File: src/design/abic_pkg.sv
// ----------------------------------------------------------------------------
// abic_pkg
// Shared types and constants of the ADC block average, IIR and current core.
// ----------------------------------------------------------------------------
package abic_pkg;

  localparam int SAMPLES_PER_BLOCK = 16;
  localparam int SAMPLE_BITS       = 12;

  localparam int SAMPLE_W  = 12;
  localparam int ALPHA_W   = 16;
  localparam int GAIN_W    = 32;
  localparam int Q128_W    = 20;
  localparam int CURRENT_W = 32;
  localparam int CFG_IDX_W = 1;
  localparam int CFG_DATA_W = 32;

  localparam int SUM_W = $clog2(SAMPLES_PER_BLOCK * ((1 << SAMPLE_BITS) - 1) + 1);
  localparam int CNT_W = (SAMPLES_PER_BLOCK > 1) ? $clog2(SAMPLES_PER_BLOCK) : 1;
  localparam int AVG_FULL_W = SUM_W + 8;

  // shared multiplier: signed difference times signed coefficient
  localparam int DIFF_W = Q128_W + 1;
  localparam int COEF_W = GAIN_W + 1;
  localparam int PROD_W = DIFF_W + COEF_W;

  localparam logic [SAMPLE_W-1:0]  SAMPLE_MASK = SAMPLE_W'((1 << SAMPLE_BITS) - 1);
  localparam logic [Q128_W-1:0]    Q128_MAX    = '1;
  localparam logic [ALPHA_W-1:0]   ALPHA_RESET = 16'd6554;
  localparam logic [GAIN_W-1:0]    GAIN_RESET  = 32'd65536;

  localparam logic [CFG_IDX_W-1:0] REG_ALPHA = 1'd0;
  localparam logic [CFG_IDX_W-1:0] REG_GAIN  = 1'd1;

  localparam logic MODE_SAMPLE = 1'b0;
  localparam logic MODE_CAL    = 1'b1;

  typedef enum logic {
    OP_SMOOTH  = 1'b0,   // (avg - filtered) * alpha
    OP_CURRENT = 1'b1    // (filtered - zero) * gain
  } alu_op_t;

  typedef struct packed {
    logic    en;
    alu_op_t op;
  } alu_ctl_t;

endpackage

File: src/design/abic_if.sv
// ----------------------------------------------------------------------------
// abic_in_if / abic_out_if
// Valid/ready channels for sample items and result items.
// ----------------------------------------------------------------------------
interface abic_in_if;
  import abic_pkg::*;
  logic                valid;
  logic                ready;
  logic                mode;
  logic [SAMPLE_W-1:0] sample;

  modport source (output valid, mode, sample, input ready);
  modport sink   (input valid, mode, sample, output ready);
endinterface

interface abic_out_if;
  import abic_pkg::*;
  logic                        valid;
  logic                        ready;
  logic [Q128_W-1:0]           filtered_value;
  logic signed [CURRENT_W-1:0] current_value;

  modport source (output valid, filtered_value, current_value, input ready);
  modport sink   (input valid, filtered_value, current_value, output ready);
endinterface

File: src/design/abic_alu.sv
// ----------------------------------------------------------------------------
// abic_alu
// Shared subtract-and-multiply unit with a registered product.
// ----------------------------------------------------------------------------
module abic_alu (
  input  logic                               clk,
  input  abic_pkg::alu_ctl_t                 ctl,
  input  logic [abic_pkg::Q128_W-1:0]        avg,
  input  logic [abic_pkg::Q128_W-1:0]        filt,
  input  logic [abic_pkg::Q128_W-1:0]        zero,
  input  logic [abic_pkg::ALPHA_W-1:0]       alpha,
  input  logic [abic_pkg::GAIN_W-1:0]        gain,
  output logic signed [abic_pkg::PROD_W-1:0] prod_r
);
  import abic_pkg::*;

  logic [Q128_W-1:0]        op_a;
  logic [Q128_W-1:0]        op_b;
  logic signed [DIFF_W-1:0] diff;
  logic signed [COEF_W-1:0] coef;

  always_comb begin
    case (ctl.op)
      OP_SMOOTH: begin
        op_a = avg;
        op_b = filt;
        coef = COEF_W'({1'b0, alpha});
      end
      default: begin
        op_a = filt;
        op_b = zero;
        coef = {gain[GAIN_W-1], gain};
      end
    endcase
    diff = $signed({1'b0, op_a}) - $signed({1'b0, op_b});
  end

  always_ff @(posedge clk) begin
    if (ctl.en) begin
      prod_r <= diff * coef;
    end
  end

endmodule

File: src/design/adc_block_average_iir_current_core.sv
// ----------------------------------------------------------------------------
// adc_block_average_iir_current_core
// Block averaging of ADC samples, first-order IIR smoothing, scaled current.
// ----------------------------------------------------------------------------
// in_if carries one item per handshake: mode 0 adds a 12-bit sample to the
// running block, mode 1 copies the filtered value into the zero offset.
// in_if.ready stays high for sample items unless one closes a block of
// SAMPLES_PER_BLOCK samples; then the sequencer runs the shared multiplier
// twice (smoothing step, then current scaling) and in_if.ready stays low
// through multiply, filter update, multiply and load of the output register.
// The result (filtered Q12.8 value, saturated Q16.16 current) appears on
// out_if in the cycle after that load step, which waits while the output
// register is still occupied.
// Calibrate items and non-closing samples give no result.
// The result is held in an output register; sample items keep flowing while
// it waits. If the receiver still stalls when the next block closes, the
// sequencer holds in its final step until the register frees.
// cfg_we writes smoothing_alpha (index 0) or current_gain (index 1) at once.
// rst_n (synchronous, active low) clears the block sum, count, filter state
// and zero offset and restores the register defaults.
// ----------------------------------------------------------------------------
module adc_block_average_iir_current_core (
  input  logic                                clk,
  input  logic                                rst_n,
  abic_in_if.sink                             in_if,
  abic_out_if.source                          out_if,
  input  logic                                cfg_we,
  input  logic [abic_pkg::CFG_IDX_W-1:0]      cfg_index,
  input  logic [abic_pkg::CFG_DATA_W-1:0]     cfg_wdata
);
  import abic_pkg::*;

  typedef enum logic [4:0] {
    S_IDLE = 5'b00001,
    S_MUL1 = 5'b00010,
    S_UPD  = 5'b00100,
    S_MUL2 = 5'b01000,
    S_EMIT = 5'b10000
  } state_t;

  state_t                   state_r, state_nxt;
  logic [SUM_W-1:0]         sum_r, sum_nxt;
  logic [CNT_W-1:0]         cnt_r, cnt_nxt;
  logic [Q128_W-1:0]        filt_r, filt_nxt;
  logic [Q128_W-1:0]        zero_r, zero_nxt;
  logic [ALPHA_W-1:0]       alpha_r;
  logic [GAIN_W-1:0]        gain_r;
  logic                     out_valid_r, out_valid_nxt;
  logic [Q128_W-1:0]        out_filt_r;
  logic signed [CURRENT_W-1:0] out_cur_r;

  logic                     in_fire;
  logic [SAMPLE_W-1:0]      smp;
  logic [AVG_FULL_W-1:0]    avg_full;
  logic [Q128_W-1:0]        avg;
  alu_ctl_t                 alu_ctl;
  logic signed [PROD_W-1:0] prod_r;
  logic signed [PROD_W-1:0] step;
  logic signed [PROD_W-1:0] cur_wide;
  logic signed [CURRENT_W-1:0] cur_sat;
  logic                     out_free;

  assign in_if.ready = (state_r == S_IDLE);
  assign in_fire     = in_if.valid && in_if.ready;
  assign smp         = in_if.sample & SAMPLE_MASK;

  assign avg_full = AVG_FULL_W'({sum_r, 8'd0} / SAMPLES_PER_BLOCK);
  assign avg      = (avg_full > AVG_FULL_W'(Q128_MAX)) ? Q128_MAX : avg_full[Q128_W-1:0];

  assign step     = prod_r >>> 16;
  assign cur_wide = prod_r >>> 8;

  always_comb begin
    if (cur_wide > PROD_W'(32'sh7FFFFFFF)) begin
      cur_sat = 32'sh7FFFFFFF;
    end else if (cur_wide < -PROD_W'(64'sh80000000)) begin
      cur_sat = 32'sh80000000;
    end else begin
      cur_sat = cur_wide[CURRENT_W-1:0];
    end
  end

  assign out_free = !out_valid_r || out_if.ready;

  abic_alu u_alu (
    .clk    (clk),
    .ctl    (alu_ctl),
    .avg    (avg),
    .filt   (filt_r),
    .zero   (zero_r),
    .alpha  (alpha_r),
    .gain   (gain_r),
    .prod_r (prod_r)
  );

  always_comb begin
    state_nxt     = state_r;
    sum_nxt       = sum_r;
    cnt_nxt       = cnt_r;
    filt_nxt      = filt_r;
    zero_nxt      = zero_r;
    out_valid_nxt = out_valid_r && !out_if.ready;
    alu_ctl.en    = 1'b0;
    alu_ctl.op    = OP_SMOOTH;

    unique case (state_r)
      S_IDLE: begin
        if (in_fire) begin
          if (in_if.mode == MODE_CAL) begin
            zero_nxt = filt_r;
          end else begin
            sum_nxt = sum_r + SUM_W'(smp);
            if (cnt_r == CNT_W'(SAMPLES_PER_BLOCK - 1)) begin
              state_nxt = S_MUL1;
            end else begin
              cnt_nxt = cnt_r + 1'b1;
            end
          end
        end
      end
      S_MUL1: begin
        alu_ctl.en = 1'b1;
        alu_ctl.op = OP_SMOOTH;
        sum_nxt    = '0;
        cnt_nxt    = '0;
        state_nxt  = S_UPD;
      end
      S_UPD: begin
        filt_nxt  = filt_r + step[Q128_W-1:0];
        state_nxt = S_MUL2;
      end
      S_MUL2: begin
        alu_ctl.en = 1'b1;
        alu_ctl.op = OP_CURRENT;
        state_nxt  = S_EMIT;
      end
      S_EMIT: begin
        // hold until the output register frees
        if (out_free) begin
          out_valid_nxt = 1'b1;
          state_nxt     = S_IDLE;
        end
      end
      default: begin
        state_nxt = S_IDLE;
      end
    endcase
  end

  always_ff @(posedge clk) begin
    if (!rst_n) begin
      state_r     <= S_IDLE;
      sum_r       <= '0;
      cnt_r       <= '0;
      filt_r      <= '0;
      zero_r      <= '0;
      out_valid_r <= 1'b0;
      alpha_r     <= ALPHA_RESET;
      gain_r      <= GAIN_RESET;
    end else begin
      state_r     <= state_nxt;
      sum_r       <= sum_nxt;
      cnt_r       <= cnt_nxt;
      filt_r      <= filt_nxt;
      zero_r      <= zero_nxt;
      out_valid_r <= out_valid_nxt;
      if (cfg_we) begin
        unique case (cfg_index)
          REG_ALPHA: alpha_r <= cfg_wdata[ALPHA_W-1:0];
          REG_GAIN:  gain_r  <= cfg_wdata[GAIN_W-1:0];
          default: ;
        endcase
      end
    end
  end

  always_ff @(posedge clk) begin
    if (state_r == S_EMIT && out_free) begin
      out_filt_r <= filt_r;
      out_cur_r  <= cur_sat;
    end
  end

  assign out_if.valid          = out_valid_r;
  assign out_if.filtered_value = out_filt_r;
  assign out_if.current_value  = out_cur_r;

endmodule

File: src/flat_wrapper.sv
// flat-port wrapper written by rule: the top's interface ports become plain ports
module adc_block_average_iir_current_core_flat import abic_pkg::*;
  (clk, rst_n, cfg_we, cfg_index, cfg_wdata, in_if_valid, in_if_mode, in_if_sample, in_if_ready, out_if_valid, out_if_filtered_value, out_if_current_value, out_if_ready);
  abic_in_if in_if_i ();
  abic_out_if out_if_i ();
  input  logic clk;
  input  logic rst_n;
  input  logic cfg_we;
  input  logic [abic_pkg::CFG_IDX_W-1:0] cfg_index;
  input  logic [abic_pkg::CFG_DATA_W-1:0] cfg_wdata;
  input wire logic [$bits(in_if_i.valid)-1:0] in_if_valid;
  input wire logic [$bits(in_if_i.mode)-1:0] in_if_mode;
  input wire logic [$bits(in_if_i.sample)-1:0] in_if_sample;
  output wire logic [$bits(in_if_i.ready)-1:0] in_if_ready;
  output wire logic [$bits(out_if_i.valid)-1:0] out_if_valid;
  output wire logic [$bits(out_if_i.filtered_value)-1:0] out_if_filtered_value;
  output wire logic [$bits(out_if_i.current_value)-1:0] out_if_current_value;
  input wire logic [$bits(out_if_i.ready)-1:0] out_if_ready;
  assign in_if_i.valid = in_if_valid;
  assign in_if_i.mode = in_if_mode;
  assign in_if_i.sample = in_if_sample;
  assign in_if_ready = in_if_i.ready;
  assign out_if_valid = out_if_i.valid;
  assign out_if_filtered_value = out_if_i.filtered_value;
  assign out_if_current_value = out_if_i.current_value;
  assign out_if_i.ready = out_if_ready;
  adc_block_average_iir_current_core u_core (.clk(clk), .rst_n(rst_n), .in_if(in_if_i), .out_if(out_if_i), .cfg_we(cfg_we), .cfg_index(cfg_index), .cfg_wdata(cfg_wdata));
endmodule
File: config.mk
export PLATFORM = sky130hd
export DESIGN_NAME = adc_block_average_iir_current_core_flat
export DESIGN_NICKNAME = d
export VERILOG_FILES = /design/src/design/abic_pkg.sv /design/src/design/abic_if.sv /design/src/design/abic_alu.sv /design/src/design/adc_block_average_iir_current_core.sv /design/src/flat_wrapper.sv
export SDC_FILE = /design/constraint.sdc
export NUM_CORES = 2
export LEC_CHECK = 0
export ABC_CLOCK_PERIOD_IN_PS = 19000
export BUFFER_PORTS_ARGS = -buffer_cell sky130_fd_sc_hd__buf_2
export CAP_MARGIN = 20
export CORE_ASPECT_RATIO = 1.1
export CORE_MARGIN = 2
export CORE_UTILIZATION = 35
export DETAILED_ROUTE_END_ITERATION = 8
export PLACE_DENSITY = 0.48
export SYNTH_ARGS = -nofsm -noshare
export SYNTH_HDL_FRONTEND = slang
export SYNTH_HIERARCHICAL = 1
export SYNTH_SLANG_ARGS = --single-unit
File: constraint.sdc
create_clock -name clk -period 19 [get_ports clk]
set_input_delay 0 -clock clk [delete_from_list [all_inputs] [get_ports clk]]
set_output_delay 0 -clock clk [all_outputs]
set_load 0.01 [all_outputs]
Word-level counts from Yosys, hierarchy flattened. Cells that the tools add are included.

Input bits: 51. Register bits after elaboration: 220. Word-level logic and storage cells: 64. Output and inout port bits: 54.

Bitwise logic cells: 1. Multiply operators: 1. Add/sub/neg operators: 4. Magnitude comparators: 3. Reductions and logical operators: 13. Equal/unequal tests: 11. Mux-type cells: 20.

Operators by type and width (count): $mux W20 (3); $mul A21 B33 Y54 (1); $gt A46 B32 Y1 const B (1); $lt A46 B32 Y1 const B (1); $mux W33 (1); $mux W16 (2); $mux W32 (1); $pmux W16 S2 (1); $pmux W5 S5 (1); $sub A20 B20 Y21 (1); $add A20 B20 Y20 (1); $gt A20 B20 Y1 const B (1); $mux W5 (4); $add A16 B12 Y16 (1); $mux W4 (3); $ne A2 B2 Y1 const B (4); $pmux W4 S2 (1); $reduce_and A4 Y1 (2); $reduce_and A3 Y1 (2); $eq A5 B1 Y1 const B (1); $eq A5 B2 Y1 const B (1); $eq A5 B3 Y1 const B (1); $eq A5 B4 Y1 const B (1); $eq A5 B5 Y1 const B (1); 11 further kinds (16).

Depth between registers and ports, before layout.
Depth in word-level cells: 5. Depth in mapped cells: 45. Mapped depth without buffers: 39.

Modules after synthesis. Netlist, hierarchy kept.

By module, submodules not included: abic_alu (instances 1, area each 26902.1 um2, cells an instance 2993, seq. area each 1621.6 um2); adc_block_average_iir_current_core (instances 1, area each 7512.2 um2, cells an instance 792, seq. area each 3843.7 um2).

Worst setup path after synthesis. Ideal clock, no wire load.

Kind: reg2reg. From: register u_core.state_r[4]. To: register u_core/u_alu/prod_r[53] (netlist name) (data pin). Cell stages (with the launch flop): 39. Period minus slack after synthesis: 10.764 ns. Setup time: 0.260 ns. Slack: 8.236 ns. Path buffers: 6. Required time: 18.740 ns. Data arrival time: 10.504 ns. Path through: dfxtp_1 > nor4_1 > nand2_1 > inv_1 > clkbuf_1 > clkbuf_1 > buf_1 > buf_1 > mux2i_1 > fa_1 > a21o_1 > a211o_1 > a21oi_2 > o2bb2ai_2 > o21bai_1 > a21o_1 > xor2_1 > clkbuf_1 > [3 not listed] > fa_1 > fa_1 > fa_1 > inv_1 > fa_1 > fa_1 > inv_1 > ha_1 > clkbuf_1 > a21o_1 > o21bai_1 > o21bai_1 > a21o_1 > a21oi_1 > o21ai_0 > a221oi_2 > o21ai_1 > xnor2_1.

RTL lines: from (decl) (line adc_block_average_iir_current_core.sv:41) `state_t state_r, state_nxt;`; from (signal assigned) (line adc_block_average_iir_current_core.sv:161) `state_r <= state_nxt;`; to (signal assigned) (line abic_alu.sv:40) `prod_r <= diff * coef;`; to (decl) (line abic_alu.sv:13) `output logic signed [abic_pkg::PROD_W-1:0] prod_r`.

==> flow_results.org <==
** Setup path
- By instance count, the cell type seen most on the critical path is fa_1.
- Arrival @ worst endpoint :: 11.87 ns
- Worst-path cell with the longest stage delay :: xor2_1
- Worst reg2reg path startpoint :: u_core/state_r[4]$_SDFFE_PN0P_
- The worst setup path is of the reg -> reg kind.
- On the worst path, the slowest cell contributes a delay of 0.70 ns.
- Critical Path Start Type :: flip-flop
- Worst Setup SP :: u_core/state_r[4]$_SDFFE_PN0P_
- Required time of the critical path :: 19.32 ns
- The worst setup path is captured at a flip-flop.
- In this run the worst path has a maximum fanout of 25.
- Setup slack on the worst reg-to-reg path comes out at 7.46 ns.

** Yosys
- During synthesis, Yosys emitted a total of 6 warnings.
- Post-Syn Instances :: 3,774
- Syn Std Cell Area :: 0.0342 sq mm
- Syn_area_per_cell :: 9.05 sq um

** STA
- Setup violations, final :: 0
- Across the routed clock network, the largest skew measured is 0.0276 ns.
- The worst path needs 11.54 ns of the cycle, external delays included.
- In this run the tightest slew margin relative to its limit is 0.238.
- Final hold violations :: 0
- Setup tns final :: 0 ns
- Fin. max-slew vios :: 0
- Setup repair after global routing left no endpoint under its margin.
- Post-route clock period utilization :: 0.608
- Slew at the pin closest to its max-slew limit :: 1.11 ns
- Based on the critical path, the design can be clocked at up to 0.0866 GHz.

** Placement
- DP Cell Count :: 5,035
- Count of buffers from port buffering :: 104
- Post-placement cell area :: 0.0362 sq mm
- The wire-length estimate of the detail-placed layout is 82.7 mm.
- At the end of routability-driven placement, the weighted congestion stood at 0.851.

** Floorplanning
- Site row count :: 120
- The die is 332 um tall.
- After floorplanning, the core was sized to cover 0.0970 sq mm.
- The die covers 0.100 sq mm.
- Boundary pin count :: 105
- Initial Util :: 0.352
- X dimension of the die :: 302 um

** Finish
- The finished cells cover 0.0377 sq mm.
- Final non-filler cell total :: 5,149
- Reg area :: 0.00523 sq mm
- Share of post-route cells with drive strength above 1 :: 0.0750
- Most frequent standard cell in the layout excluding fill and tap cells :: inv_1
- Counting the fill cells in the layout gives 9,976.
- Commonest cells after routing, fill and taps aside :: inv_1 (779), nand2_1 (678), fa_1 (677), ha_1 (186), nor2_1 (183)
- Diode count :: 0
- After the last flow step, the layout net total stands at 4,762.
- The area growth from synthesis to layout is 10.4%.
- In the final layout, the multi-input gates occupy 0.0255 sq mm.

** Drt
- First drt pass iteration count :: 5
- Detailed Route Iter0 Violations :: 1,252
- Detailed-route vias per instance :: 4.92
- WL per Instance :: 20.0 um
- Summing over every cut layer, the via total after detailed routing is 25,300.
- Number of nets still failing antenna checks after routing :: 0
- Routed wire length :: 103 mm
- After detailed routing, the number of remaining DRC violations is 0.

** Run status
- The flow ran to the end, and the final reports show no timing, DRC or antenna violations.

** GRT
- The number of global-route vias before repair came to 27,100.
- Maximum number of pins on one net before global-route repair :: 77
- The number of antenna violations at the first check in global routing was 0.
- GRT overflow :: 0
- The first global-routing pass estimated 164 mm of wire.
- In the global route stage, overall resource usage came out at 0.214.

** Clock network
- Clock H-tree levels :: 1
- Clock tree synthesis inserted a total of 26 buffers.
- TritonCTS clock tree :: yes
- The clock passes through at most 3 buffers.
- At the later pin of the worst-skew pair, clock insertion delay measures 0.60 ns.
- The tree is rooted in a clkbuf_16.
- Clock input transition at the sequential cells of the worst setup and hold paths :: 0.06 ns
- Setup Fix Bufs, Post-CTS :: 0
- The clock net in this run drives a total of 212 sinks.

** Hold path
- Startpoint of the lowest-slack hold path :: in_if_sample[3]
- The tightest min-delay check is of the in -> reg type.

** Flow run
- Number of maximum-capacitance constraint violations :: 0
-- critical path: cells and delay by family (launching register included) --
family                     cells  cell delay [ns]
adders and majority gates     10             4.45
AOI/OAI and AO/OA             14             4.24
xor gates and xnor gates       2             0.86
and+or+nand+nor                4             0.67
buffers and inverters          4             0.48
DFF                            1             0.34
muxes                          1             0.22
-- registers in the layout, indices dropped and copies added, names as in the netlist --
name and flops:
u_core/filt_r 20, u_core/gain_r 32, u_core/out_if.valid 1, u_core/u_alu/prod_r 46
u_core/sum_r 16, u_core/state_r 5, u_core/zero_r 20, u_core/alpha_r 16
u_core/cnt_r 4, u_core/out_if.current_value 32, u_core/out_if.filtered_value 20
-- metal layers --
metal | GRT usage | routed length (um)
met5 | 0 | 0
met4 | 0.0657 | 3650
met3 | 0.0170 | 3580
met2 | 0.393 | 54100
met1 | 0.265 | 41500
-- worst paths after layout --
path / cells past startpoint / endpoint
min: 5 / u_core/sum_r[3]$_SDFFE_PN0P_
max reg2reg: 35 / u_core/u_alu/prod_r[48]$_DFFE_PP_
min reg2reg: 2 / u_core/gain_r[14]$_SDFFE_PN0P_
max: 35 / u_core/u_alu/prod_r[48]$_DFFE_PP_
-- layout make-up --
cell class	count	share of cell area
sequential	212	0.139
clock buffer	27	0.0174
multi-input combinational	2604	0.676
inverter	781	0.0778
timing repair buffer	223	0.0418
clock inverter	21	0.00544
tap	1281	0.0425
-- stage by stage --
stage | utilization | hold slack, ns | setup WS, ns
floorplan | - | 0.124 | 8.24
global placement | 0.373 | 0.221 | 7.04
detailed placement | 0.373 | 0.227 | 6.93
CTS | 0.389 | 0.000161 | 6.87
global route | 0.389 | 0.0571 | 6.77
finish | 0.389 | 0.0251 | 7.46
-- repair_timing --
action                    in CTS  in global routing
hold buffers                  64                  0
resized for setup              0                  0
hold endpoints to repair      64                  0
Power is not shown: default switching activity piles up to over one toggle a cycle in this logic, so the estimate is an artifact.
